`src/sv/ttrc_pkg.sv`:
```
`timescale 1ns / 1ps

package ttrc_pkg;

	localparam int unsigned TermWidth = 16;
	localparam int unsigned PosWidth  = 8;
	localparam int unsigned ProdWidth = 25;

	localparam logic [TermWidth-1:0] Modulus    = 16'hFFFF;
	localparam logic [TermWidth-1:0] TermReset  = 16'd1;
	localparam logic [7:0]           FirstAdd   = 8'd7;
	localparam logic [4:0]           AlphaMul   = 5'd17;
	localparam logic [4:0]           BetaMul    = 5'd31;

	typedef struct packed {
		logic [TermWidth-1:0] older_term;
		logic [TermWidth-1:0] newer_term;
		logic [PosWidth-1:0]  position;
		logic                 first_pending;
	} ttrc_state_t;

	localparam ttrc_state_t StateReset = '{
		older_term:    TermReset,
		newer_term:    TermReset,
		position:      '0,
		first_pending: 1'b1
	};

endpackage

```
`src/sv/ttrc_in_if.sv`:
```
`timescale 1ns / 1ps

interface ttrc_in_if;
	logic       valid;
	logic       ready;
	logic [7:0] data_byte;
	logic       last;

	modport source (output valid, output data_byte, output last, input ready);
	modport sink (input valid, input data_byte, input last, output ready);
endinterface

```
`src/sv/ttrc_out_if.sv`:
```
`timescale 1ns / 1ps

interface ttrc_out_if;
	logic        valid;
	logic        ready;
	logic [15:0] checksum;

	modport source (output valid, output checksum, input ready);
	modport sink (input valid, input checksum, output ready);
endinterface

```
`src/sv/ttrc_term.sv`:
```
`timescale 1ns / 1ps

module ttrc_term (
	input  ttrc_pkg::ttrc_state_t cur,
	input  logic [7:0]            data_byte,
	output ttrc_pkg::ttrc_state_t nxt
);

	logic [12:0] alpha_full;
	logic [12:0] beta_full;
	logic [7:0]  alpha;
	logic [7:0]  beta;
	logic [8:0]  coef;
	logic [ttrc_pkg::ProdWidth-1:0] prod;
	logic [ttrc_pkg::ProdWidth-1:0] sub;
	logic [ttrc_pkg::ProdWidth-1:0] diff;
	logic        neg;
	logic [16:0] fold;
	logic [15:0] red;
	logic [15:0] term;

	assign alpha_full = {5'd0, cur.position} * {8'd0, ttrc_pkg::AlphaMul};
	assign beta_full  = {5'd0, cur.position} * {8'd0, ttrc_pkg::BetaMul};
	assign alpha = alpha_full[7:0];
	assign beta  = beta_full[7:0];
	assign coef  = {1'b0, data_byte} + {1'b0, alpha};

	assign prod = {16'd0, coef} * {9'd0, cur.newer_term};
	assign sub  = {17'd0, beta} * {9'd0, cur.older_term};

	// magnitude of the difference, sign kept apart
	assign neg  = sub > prod;
	assign diff = neg ? (sub - prod) : (prod - sub);

	// 2^16 is 1 mod 65535: fold high part onto low part
	assign fold = {8'd0, diff[24:16]} + {1'b0, diff[15:0]};
	assign red  = (fold >= {1'b0, ttrc_pkg::Modulus}) ?
		16'(fold - {1'b0, ttrc_pkg::Modulus}) : fold[15:0];

	// negative difference wraps in 64 bits, giving 1 - red mod 65535
	always_comb begin
		if (!neg) begin
			term = red;
		end else if (red <= 16'd1) begin
			term = 16'd1 - red;
		end else begin
			term = 16'(17'h10000 - {1'b0, red});
		end
	end

	always_comb begin
		if (cur.first_pending) begin
			nxt.older_term    = ttrc_pkg::TermReset;
			nxt.newer_term    = {8'd0, data_byte} + {8'd0, ttrc_pkg::FirstAdd};
			nxt.position      = 8'd1;
			nxt.first_pending = 1'b0;
		end else begin
			nxt.older_term    = cur.newer_term;
			nxt.newer_term    = term;
			nxt.position      = cur.position + 8'd1;
			nxt.first_pending = 1'b0;
		end
	end

endmodule

```
`src/sv/three_term_recurrence_checksum_core.sv`:
```
`timescale 1ns / 1ps

// Checksum over a byte stream: one byte is accepted per cycle, the last flag closing a
// message; each message's 16-bit checksum is loaded into the output register when its last
// byte leaves the input register. The input register feeds the term unit (four multiplies
// and an end-around fold mod 65535) whose result updates the recurrence state in the same
// cycle, so a new byte is taken every cycle; input ready drops only while a finished
// checksum waits in the output register and the byte held is the last of the next message.
module three_term_recurrence_checksum_core (
	input  logic          clk,
	input  logic          arst_n,
	ttrc_in_if.sink       msg,
	ttrc_out_if.source    result
);

	logic                  valid_s1;
	logic [7:0]            data_byte_s1;
	logic                  last_s1;
	ttrc_pkg::ttrc_state_t state_q;
	ttrc_pkg::ttrc_state_t state_nxt;
	logic                  out_valid_q;
	logic [15:0]           checksum_q;
	logic                  adv;

	ttrc_term u_term (
		.cur       (state_q),
		.data_byte (data_byte_s1),
		.nxt       (state_nxt)
	);

	assign adv       = valid_s1 && (!last_s1 || !out_valid_q || result.ready);
	assign msg.ready = !valid_s1 || adv;

	always_ff @(posedge clk or negedge arst_n) begin
		if (!arst_n) begin
			valid_s1 <= 1'b0;
		end else if (msg.ready) begin
			valid_s1 <= msg.valid;
		end
	end

	always_ff @(posedge clk) begin
		if (msg.ready && msg.valid) begin
			data_byte_s1 <= msg.data_byte;
			last_s1      <= msg.last;
		end
	end

	always_ff @(posedge clk or negedge arst_n) begin
		if (!arst_n) begin
			state_q <= ttrc_pkg::StateReset;
		end else if (adv) begin
			state_q <= last_s1 ? ttrc_pkg::StateReset : state_nxt;
		end
	end

	always_ff @(posedge clk or negedge arst_n) begin
		if (!arst_n) begin
			out_valid_q <= 1'b0;
		end else if (adv && last_s1) begin
			out_valid_q <= 1'b1;
		end else if (result.ready) begin
			out_valid_q <= 1'b0;
		end
	end

	always_ff @(posedge clk) begin
		if (adv && last_s1) begin
			checksum_q <= state_nxt.newer_term;
		end
	end

	assign result.valid    = out_valid_q;
	assign result.checksum = checksum_q;

`ifndef SYNTH
	a_reset_after_last: assert property (@(posedge clk) disable iff (!arst_n)
		(adv && last_s1) |=> (state_q.first_pending && state_q.position == 8'd0))
		else $error("state not returned to reset after last item");

	a_checksum_range: assert property (@(posedge clk) disable iff (!arst_n)
		out_valid_q |-> (checksum_q != ttrc_pkg::Modulus))
		else $error("checksum out of range");

	a_stall_cause: assert property (@(posedge clk) disable iff (!arst_n)
		!msg.ready |-> (valid_s1 && last_s1 && out_valid_q && !result.ready))
		else $error("input stalled without a waiting checksum");

	a_position_step: assert property (@(posedge clk) disable iff (!arst_n)
		(adv && !last_s1 && !state_q.first_pending) |=>
		(state_q.position == 8'($past(state_q.position) + 8'd1)))
		else $error("position did not advance");
`endif

endmodule

```
`src/flat_wrapper.sv`:
```
// flat-port wrapper written by rule: the top's interface ports become plain ports
module three_term_recurrence_checksum_core_flat 
  (clk, arst_n, msg_valid, msg_data_byte, msg_last, msg_ready, result_valid, result_checksum, result_ready);
  ttrc_in_if msg_i ();
  ttrc_out_if result_i ();
  input  logic clk;
  input  logic arst_n;
  input wire logic [$bits(msg_i.valid)-1:0] msg_valid;
  input wire logic [$bits(msg_i.data_byte)-1:0] msg_data_byte;
  input wire logic [$bits(msg_i.last)-1:0] msg_last;
  output wire logic [$bits(msg_i.ready)-1:0] msg_ready;
  output wire logic [$bits(result_i.valid)-1:0] result_valid;
  output wire logic [$bits(result_i.checksum)-1:0] result_checksum;
  input wire logic [$bits(result_i.ready)-1:0] result_ready;
  assign msg_i.valid = msg_valid;
  assign msg_i.data_byte = msg_data_byte;
  assign msg_i.last = msg_last;
  assign msg_ready = msg_i.ready;
  assign result_valid = result_i.valid;
  assign result_checksum = result_i.checksum;
  assign result_i.ready = result_ready;
  three_term_recurrence_checksum_core u_core (.clk(clk), .arst_n(arst_n), .msg(msg_i), .result(result_i));
endmodule
```
`config.mk`:
```
export PLATFORM = sky130hd
export DESIGN_NAME = three_term_recurrence_checksum_core_flat
export DESIGN_NICKNAME = d
export VERILOG_FILES = /design/src/sv/ttrc_pkg.sv /design/src/sv/ttrc_in_if.sv /design/src/sv/ttrc_out_if.sv /design/src/sv/ttrc_term.sv /design/src/sv/three_term_recurrence_checksum_core.sv /design/src/flat_wrapper.sv
export SDC_FILE = /design/constraint.sdc
export NUM_CORES = 1
export LEC_CHECK = 0
export BUFFER_PORTS_ARGS = -buffer_cell sky130_fd_sc_hd__buf_2
export CORE_ASPECT_RATIO = 1.1
export CORE_MARGIN = 8
export CORE_UTILIZATION = 40
export DETAILED_ROUTE_END_ITERATION = 7
export GPL_TIMING_DRIVEN = 0
export PLACE_DENSITY = 0.52
export SYNTH_ARGS = -nofsm -noshare
export SYNTH_HDL_FRONTEND = slang
export SYNTH_SLANG_ARGS = --single-unit
```
`constraint.sdc`:
```
create_clock -name clk -period 44.1 [get_ports clk]
set_input_delay 4.41 -clock clk [delete_from_list [all_inputs] [get_ports clk]]
set_output_delay 4.41 -clock clk [all_outputs]
set_load 0.005 [all_outputs]
```
Yosys cells after proc, flatten, opt, wreduce, memory -nomap -nowiden. Cells that the tools add are included.

Register bits after elaboration: 68. Bits of input ports: 13. Output and inout bits: 18. Word-level logic and storage cells: 43.

Add/subtract/negate cells: 9. Multiply operators: 4. $lt $le $gt $ge: 3. Multiplexer cells: 8. Reductions and logical operators: 10.

Operators with widths (count): 2-to-1 mux 41 bit (2); 2-to-1 mux 16 bit (3); subtractor 1 x 16 -> 16 bit, first input constant (2); > comparator 24 x 25 -> 1 bit (1); multiplier 9 x 16 -> 25 bit (1); 2-to-1 mux 25 bit (1); subtractor 24 x 25 -> 25 bit (1); subtractor 25 x 24 -> 25 bit (1); multiplier 8 x 16 -> 24 bit (1); adder 9 x 16 -> 17 bit (1); greater-or-equal comparator 17 x 16 -> 1 bit, second input constant (1); less-or-equal comparator 16 x 1 -> 1 bit, second input constant (1); multiplier 8 x 5 -> 8 bit, second input constant (2); subtractor 16 bit, second input constant (1); adder 8 x 3 -> 9 bit, second input constant (1); adder 8 x 8 -> 9 bit (1); adder 8 x 1 -> 8 bit, second input constant (1); logical AND 1 bit (3); logical NOT 1 bit (3); logical OR 1 bit (3); 2-to-1 mux 1 bit (2); nonzero test 2 bit (1).

Depth between registers and ports, before layout. Gate-level depths: netlist of run 1.

Depth in word-level cells: 13. Gate-level depth with buffers: 66. Mapped depth without buffers: 61.

By module. From an unflattened synthesis of run 1, not the netlist that was laid out.

Cell total of the unflattened synthesis: 2097. Area total of the unflattened synthesis: 17405.4 um^2.

Modules (own cells, without submodules): ttrc_term (instances 1, cells each 1830, area an instance 14173.6 um^2, sequential area each 0.0 um^2); three_term_recurrence_checksum_core (instances 1, cells each 267, area an instance 3231.8 um^2, sequential area each 1830.5 um^2).

Worst setup path before layout of run 1. No wires, ideal clock.

Path type: register -> register. From: reg u_core.state_q[2] (netlist name). To: reg u_core.checksum_q[4], in the netlist u_core.result.checksum[4], data pin. Library setup time: 0.255 ns. Data arrival time: 14.052 ns. Required time: 43.845 ns. Path slack: 29.794 ns. Cell stages (with the launch flop): 64. Buffers on the path: 5. Path through: dfrtp_1 inv_1 fa_1 inv_1 fa_1 inv_1 fa_1 inv_1 ha_1 inv_1 o21bai_1 a21oi_1 xnor2_1 clkbuf_1 nand2_1 fa_1 fa_1 fa_1 (+28 left out) xnor2_1 ha_1 o21ai_1 o21ai_2 a31oi_1 or2_1 clkbuf_1 or4b_1 or2_0 mux4_2 and3_4 o21ai_4 a21oi_2 or4_4 a21oi_4 a21oi_1 a311o_1 and2_1.

RTL lines: from (decl) (line three_term_recurrence_checksum_core.sv:19) `ttrc_pkg::ttrc_state_t state_q;`; from (signal assigned) (line three_term_recurrence_checksum_core.sv:51) `state_q <= ttrc_pkg::StateReset;`; from (signal assigned) (line three_term_recurrence_checksum_core.sv:53) `state_q <= last_s1 ? ttrc_pkg::StateReset : state_nxt;`; to (signal assigned) (line three_term_recurrence_checksum_core.sv:69) `checksum_q <= state_nxt.newer_term;`; to (decl) (line three_term_recurrence_checksum_core.sv:22) `logic [15:0] checksum_q;`.

Final worst setup path of run 1.
From: reg u_core.state_q[3] (netlist name). To: reg u_core.state_q[16] (netlist name).

Word-level cells in the longest chain between the ends: 13. Elaborated cells between the ends (all ways): 20. Classes of those cells: 7 x add/sub; 4 x mul; 3 x order compare; 6 x mux.

Ends and longest elaborated chain: multiplier 8 x 5 -> 8 bit (line ttrc_term.sv:22) `assign alpha_full = {5'd0, cur.position} * {8'd0, ttrc_pkg::AlphaMul};`; adder 8 x 8 -> 9 bit (line ttrc_term.sv:26) `assign coef = {1'b0, data_byte} + {1'b0, alpha};`; multiplier 9 x 16 -> 25 bit (line ttrc_term.sv:28) `assign prod = {16'd0, coef} * {9'd0, cur.newer_term};`; subtractor 25 x 24 -> 25 bit (tied with other cells) (line ttrc_term.sv:33) `assign diff = neg ? (sub - prod) : (prod - sub);`; 2-to-1 mux 25 bit (line ttrc_term.sv:33); adder 9 x 16 -> 17 bit (line ttrc_term.sv:36) `assign fold = {8'd0, diff[24:16]} + {1'b0, diff[15:0]};`; subtractor 16 bit / greater-or-equal comparator 17 x 16 -> 1 bit (equally long branches) (line ttrc_term.sv:38, ttrc_term.sv:37); 2-to-1 mux 16 bit (line ttrc_term.sv:37) `assign red = (fold >= {1'b0, ttrc_pkg::Modulus}) ?`; subtractor 1 x 16 -> 16 bit (tied with other cells) (line ttrc_term.sv:47) `term = 16'(17'h10000 - {1'b0, red});`; 2-to-1 mux 16 bit (line ttrc_term.sv:44) `end else if (red <= 16'd1) begin`; 2-to-1 mux 16 bit (*) (line ttrc_term.sv:42) `if (!neg) begin`; 2-to-1 mux 41 bit (*) (line ttrc_term.sv:52) `if (cur.first_pending) begin`; 2-to-1 mux 41 bit (*) (line three_term_recurrence_checksum_core.sv:53).

Every way passes the cells marked *; elsewhere a longest branch is shown, timed or not. A chain may end at the register's enable or synchronous reset.

==> qor.yml, run 1 <==
synthesis:
  mappedNetlistNets: 2335
  async_flop_share: 0.632
  seq_area_frac_synth: 0.112
  post_synth_inst_count: 1953
  synth_edf_count: 25
  syn_area_um2: 16400
  synth_area_per_cell_um2: 8.40
  synth.distinct_cells: 91
  ys.flop_type: "dfrtp_1"
  ys_ff_latch: 68
  yosysWarnings: 0
worst_setup_path:
  r2r_start: "u_core.state_q[3]$_DFFE_PN0P_"
  endpoint: "u_core.state_q[16]$_DFFE_PN0P_"
  cpMostUsedCell: "fa_1"
  cp.depth: 63
  timing.rr.end: "u_core.state_q[16]$_DFFE_PN0P_"
  crit_start: "u_core.state_q[3]$_DFFE_PN0P_"
  end_kind: "flip-flop"
  ff2ff_setup_slack_ns: 26.44
  critical_path_buf_inv_count: 12
  worstSetupPathType: "flip-flop to flip-flop"
  critPathTopFamily: "compound AO/OA/AOI/OAI gates"
  worst_path_largest_cell_delay_ns: 0.67
  crit_path_max_fanout: 10
  worstSetupStartpointType: "flip-flop"
  cp.arrival_ns: 17.84
  required_ns: 44.28
  cp_slowest_cell: "dfrtp_1"
  reg2regPathDepth: 63
drt:
  dr.first_iter.drc_count: 799
  drtPass1Iterations: 5
  totalWireLength_um: 48600
  wl_per_cell_um: 19.3
  num_vias: 13600
  drc: 0
  vias_per_cell: 5.42
  antenna_left: 0
sta:
  maxSlewHeadroom: 0.344
  slew_viol_final: 0
  fin_crit_ns: 17.66
  hold_violations: 0
  fin_setup_tns_ns: 0
  clock_skew_ns: 0.00851
  rsz0062_at_grt: "no"
  setup_viol: 0
  hold_ws_ns: 0.486
  timing.fmax_mhz: 56.6
  fin_crit_sh: 0.400
  tightestPinTransition_ns: 0.959
clock_network:
  cts.repair.resized: 0
  cts_tree: "built"
  ctsHoldBuffers: 0
  cts.htree.levels: 3
  cts-buffers-inserted: 9
  clock-sinks: 68
  cts_root_buf: "clkbuf_16"
  clock_latency_ns: 0.33
  cts.path.max_buffers: 2
  clk_pin_slew_ns: 0.06
  post-cts-setup-buffers: 0
min_path:
  hold_class: "flip-flop to flip-flop"
cells_and_area:
  syn_to_final_growth_pct: 6.71
  layout_common_cells: "307 x inv_1, 211 x nand2_1, 198 x fa_1"
  nets: 2376
  finalNonFillerCells: 2519
  antennaDiodeCount: 0
  final_layout_size_suffix_gt1_frac: 0.0520
  layout_commonest_cell: "inv_1"
run_status:
  status: "finished clean"
grt:
  grt.overflow.total: 0
  grt_pass1_wl_um: 77600
  antenna_found_initial: 0
  track_usage: 0.204
  grt_max_degree: 44
  grt_pass1_vias: 13800
run:
  cap_violations: 0
floorplan:
  coreArea_um2: 40900
  die_h_um: 228
  dieArea_um2: 47700
  start_util: 0.401
  rows: 78
  die_x_um: 209
  ios: 31
placement:
  placed_cells: 2503
  dp_hpwl_um: 40600
  gp_congestion: 0.899
  io_buffer_count: 30
[per-stage QoR]
step / worst slack (ns) / cell area (µm²) / util
global placement: 26.43 / 17200 / 0.421
global route: 25.19 / 17500 / 0.428
finish: 26.44 / 17500 / 0.428
detailed placement: 26.41 / 17200 / 0.421
CTS: 26.27 / 17500 / 0.428
floorplan: 29.79 / 16400 / -
[how the worst min path moves through the flow]
stage,startpoint,endpoint,slack [ns],cells past startpoint
after global routing,u_core.state_q[23]$_DFFE_PN0P_,u_core.state_q[39]$_DFFE_PN0P_,0.50,1
after global placement,u_core.state_q[23]$_DFFE_PN0P_,u_core.state_q[39]$_DFFE_PN0P_,0.47,1
after detailed placement,u_core.state_q[23]$_DFFE_PN0P_,u_core.state_q[39]$_DFFE_PN0P_,0.48,1
final,u_core.state_q[23]$_DFFE_PN0P_,u_core.state_q[39]$_DFFE_PN0P_,0.49,1
after floorplan,u_core.state_q[13]$_DFFE_PN0P_,u_core.state_q[29]$_DFFE_PN0P_,0.46,1
after CTS,u_core.state_q[23]$_DFFE_PN0P_,u_core.state_q[39]$_DFFE_PN0P_,0.49,1
[layout make-up]
class                           count  area [µm²]
Clock inverter                      7        75.1
Timing Repair Buffer               30         150
Buffer                             81         353
Fill cell                        4192       23400
Sequential cell                    68        1830
Multi-Input combinational cell   1497       13100
Inverter                          307        1150
Tap cell                          520         651
Clock buffer                        9         225
[state kept, by name, indices dropped and copies added (netlist names)]
register,count
u_core.state_q,41
u_core.result.checksum,16
u_core.data_byte_s1,8
u_core.last_s1,1
u_core.result.valid,1
u_core.valid_s1,1
[cell usage after synthesis, types with 4 or more instances]
master     count  area share
inv_1        307       0.070
nand2_1      211       0.048
fa_1         198        0.24
ha_1         171        0.13
and2_1       142       0.054
a21oi_1      107       0.033
xnor2_1       80       0.043
nor2_1        74       0.017
o21ai_0       68       0.021
clkbuf_1      57       0.013
a21o_1        47       0.022
dfrtp_1       40       0.061
xor2_1        36       0.019
nor2b_1       26      0.0099
edfxtp_1      25       0.046
nand3_1       25      0.0076
o21bai_1      23       0.011
a211oi_1      21      0.0096
a22o_1        21       0.011
nor3_1        19      0.0058
a31oi_1       18      0.0069
nand2b_1      17      0.0065
nand4_1       13      0.0050
or3_1         13      0.0050
and3_1        12      0.0046
o211ai_1      11      0.0050
buf_1          8      0.0018
buf_2          8      0.0024
o21a_1         8      0.0037
a41oi_1        7      0.0037
a211o_1        6      0.0032
nand3b_1       6      0.0027
a2111oi_0      5      0.0027
a221o_1        5      0.0031
a22oi_1        5      0.0023
mux2i_1        5      0.0031
o22ai_1        5      0.0019
o31a_1         5      0.0027
or2_2          5      0.0019
a31o_2         4      0.0021
buf_4          4      0.0018
o21ai_1        4      0.0012
[cell families after synthesis]
group | after synthesis | synth area share
fa+ha+maj | 369 | 0.372
xor+xnor | 116 | 0.0619
mux | 9 | 0.00648
flops | 68 | 0.112
simple gates | 591 | 0.183
compound gates | 412 | 0.173
buf+inv | 388 | 0.0918
[per-layer routing]
layer / up-vias / global-route usage / routed length [µm]
met3: 49 / 0.0137 / 1830
met4: 0 / 0.0494 / 1080
met1: 6782 / 0.281 / 22400
met2: 311 / 0.347 / 23300
li1: 6503 / - / -
met5: - / 0 / 0
[worst reg2reg max path, delay by kind of cell (launching register included)]
kind            cells  cell delay [ns]
fa+ha+maj          11             4.91
flops               1             0.67
buf+inv            12             2.80
simple gates       11             2.29
xor+xnor            3             1.09
compound gates     25             5.24
mux                 1             0.54
Power of run 1 is not shown: default switching activity piles up to over one toggle a cycle in this logic, so the estimate is an artifact.
==> run 2: changes to the inputs <==
Settings changed: ABC_AREA from default to 1.
Clock period 44.1 ns to 18.5 ns, I/O delays scaled along.
==> run 2 against run 1 <==
  * Setup slack worse by 25 ns
  * Global-route usage about the same
  * Highest routed layer unchanged
  * Clock skew up 0.0015 ns
  * Cell area about the same
  * Register-to-register slack worse by 25 ns
==> qor.yml, run 2 <==
run_status:
  status: "finished clean"  # unchanged
sta:
  fin_crit_ns: 16.67  # was 17.66 ns
  setup_viol: 0  # unchanged
  clock_skew_ns: 0.0100  # was 0.00851 ns
  rsz0062_at_grt: "no"  # unchanged
  fin_ws_ns: 1.83  # was 26.44 ns
  timing.fmax_mhz: 60.0  # was 56.6 MHz
  fin_setup_tns_ns: 0  # unchanged
  tightestPinTransition_ns: 1.10  # was 0.959 ns
  slew_viol_final: 0  # unchanged
  fin_crit_sh: 0.901  # was 0.400
  hold_violations: 0  # unchanged
  maxSlewHeadroom: 0.270  # was 0.344
grt:
  grt.overflow.total: 0  # unchanged
  grtUsageMet3: 0.0177  # was 0.0137
  grt_max_degree: 44  # unchanged
  grt_pass1_vias: 14300  # was 13800
  track_usage: 0.205  # was 0.204
  grt_pass1_wl_um: 77400  # was 77600 µm
  use_met2: 0.347  # about the same
  grtUsageMet1: 0.266  # was 0.281
  antenna_found_initial: 0  # unchanged
  top_usage_layer: "met2"  # unchanged
placement:
  io_buffer_count: 30  # unchanged
  placed_cell_area_um2: 17200  # about the same
  gp_congestion: 0.935  # was 0.899
  dp_hpwl_um: 43100  # was 40600 µm
  dpl_worst_slack_ns: 1.85  # was 26.41 ns
drt:
  drtPass1Iterations: 8  # was 5
  antenna_left: 0  # unchanged
  wl_per_cell_um: 17.4  # was 19.3 µm
  dr.first_iter.drc_count: 763  # was 799
  drc: 0  # unchanged
  vias_per_cell: 5.02  # was 5.42
  totalWireLength_um: 48900  # was 48600 µm
  num_vias: 14100  # was 13600
floorplan:
  die_x_um: 209  # about the same
  rows: 77  # was 78
  ios: 31  # unchanged
  coreArea_um2: 40300  # was 40900 µm²
  die_h_um: 228  # about the same
  dieArea_um2: 47700  # about the same
  start_util: 0.407  # was 0.401
synthesis:
  synth_fa_ha_area_frac: 0.373  # was 0.372
  synth.distinct_cells: 62  # was 91
  post_synth_inst_count: 2253  # was 1953
  synth_area_per_cell_um2: 7.27  # was 8.40 µm²
  yosys.area_share.simple: 0.234  # was 0.183
  synth_edf_count: 25  # unchanged
  syn_area_um2: 16400  # about the same
  synth_xor_area_frac: 0.0528  # was 0.0619
  synth_compound_area_frac: 0.0942  # was 0.173
  ys.flop_type: "dfrtp_1"  # unchanged
  yosysTopAreaCell: "fa_1"  # unchanged
  synth_top_area_share: 0.242  # about the same
  ys_ff_latch: 68  # unchanged
  synth_mux_area_frac: 0.000611  # was 0.00648
  synth_top_family_by_area: "adder cells"  # unchanged
  mappedNetlistNets: 2635  # was 2335
  async_flop_share: 0.632  # unchanged
  synthTopCellsByArea: "fa_1 24%, ha_1 13%, inv_1 12%"  # was fa_1 24%, ha_1 13%, inv_1 7.0%
  synthTopCellsByCount: "504 x inv_1, 504 x nand2_1, 198 x fa_1"  # was 307 x inv_1, 211 x nand2_1, 198 x fa_1
  yosysWarnings: 0  # unchanged
  seq_area_frac_synth: 0.112  # about the same
worst_setup_path:
  required_ns: 18.57  # was 44.28 ns
  worst_path_largest_cell_delay_ns: 0.58  # was 0.67 ns
  end_kind: "flip-flop"  # unchanged
  crit_path_max_fanout: 10  # unchanged
  cp.arrival_ns: 16.74  # was 17.84 ns
  worstSetupPathType: "flip-flop to flip-flop"  # unchanged
  cpMostUsedCell: "nand2_1"  # was fa_1
  cp_slowest_cell: "dfrtp_1"  # unchanged
  worstSetupStartpointType: "flip-flop"  # unchanged
  ff2ff_setup_slack_ns: 1.83  # was 26.44 ns
clock_network:
  cts_tree: "built"  # unchanged
  post-cts-setup-buffers: 0  # unchanged
  ctsHoldBuffers: 0  # unchanged
  clock-sinks: 68  # unchanged
  clk_pin_slew_ns: 0.06  # about the same
  cts.repair.resized: 0  # unchanged
  cts.path.max_buffers: 2  # unchanged
  cts_root_buf: "clkbuf_16"  # unchanged
  clock_latency_ns: 0.34  # was 0.33 ns
  cts.htree.levels: 3  # unchanged
  cts-buffers-inserted: 9  # unchanged
cells_and_area:
  antennaDiodeCount: 0  # unchanged
  final_layout_size_suffix_gt1_frac: 0.0696  # was 0.0520
  nets: 2676  # was 2376
  fillers: 4254  # was 4192
  layout_common_cells: "504 x inv_1, 504 x nand2_1, 198 x fa_1"  # was 307 x inv_1, 211 x nand2_1, 198 x fa_1
  syn_to_final_growth_pct: 6.93  # was 6.71%
  largest_register_ffs: 41  # unchanged
  largest-register: "u_core.state_q"  # unchanged
  fin_area_um2: 17500  # about the same
run:
  cap_violations: 0  # unchanged
min_path:
  hold_class: "flip-flop to flip-flop"  # unchanged
run 2: changes by cell type after synthesis, sizes merged, moves of 15 or more:
cell / change
clkbuf: -21
xor2: +23
xnor2: -42
nand3: +49
a22o: -21
nor2b: -26
a21o: -43
nor2: +146
nand2b: -17
and2: -141
inv: +205
o21bai: -15
nand2: +320
a211oi: -21
run 2: worst max-delay path: cells and delay by family (launching register included):
family / cells / cell delay [ns]
buffers and inverters: 16 / 2.17
AO/OA/AOI/OAI: 12 / 2.30
AND/OR/NAND/NOR: 32 / 4.54
adder cells (fa/ha/maj): 12 / 5.40
flip-flops: 1 / 0.58
XOR/XNOR: 4 / 1.38
run 2: layer usage:
metal / part of all wire / wire length (µm)
met1: 0.44 / 21400
met2: 0.48 / 23300
met3: 0.043 / 2090
met4: 0.043 / 2100
met5: 0 / 0
run 2: cell type report:
type                    count  area [µm²]  share of cell area
multi-input cells        1617       12300               0.705
inverters                 513        1930               0.110
flip-flops and latches     68        1830               0.105
well taps                 513         642              0.0367
plain buffers              55         269              0.0154
clock buffers              10         229              0.0131
repair buffers             30         150             0.00858
clock inverters             6         114             0.00650
run 2: stage by stage:
stage	util	hold slack [ns]	std cells
2_1_floorplan	-	0.513	2253
3_3_place_gp	0.426	0.534	2796
5_1_grt	0.435	0.626	2812
3_5_place_dp	0.426	0.547	2796
4_1_cts	0.435	0.563	2812
6_report	0.435	0.557	2812
run 2: cells by family after synthesis:
family,after synthesis
adder cells (fa/ha/maj),369
XOR/XNOR,97
multiplexers,1
flip-flops,68
AO/OA/AOI/OAI,269
AND/OR/NAND/NOR,881
buffers and inverters,568
run 2: worst paths after layout:
path                       depth (start not counted)                             from                                    to
setup / recovery                                  76    u_core.state_q[2]$_DFFE_PN0P_  u_core.result.checksum[12]$_DFFE_PP_
hold / removal                                     2  u_core.result.valid$_DFFE_PN0P_       u_core.result.valid$_DFFE_PN0P_
setup reg to reg                                  76    u_core.state_q[2]$_DFFE_PN0P_  u_core.result.checksum[12]$_DFFE_PP_
hold reg to reg                                    2  u_core.result.valid$_DFFE_PN0P_       u_core.result.valid$_DFFE_PN0P_
max in group asynchronous                          1                           arst_n        u_core.state_q[19]$_DFFE_PN0P_
min in group asynchronous                          1                           arst_n         u_core.state_q[6]$_DFFE_PN0P_
Power of run 2 is left out for the same reason.
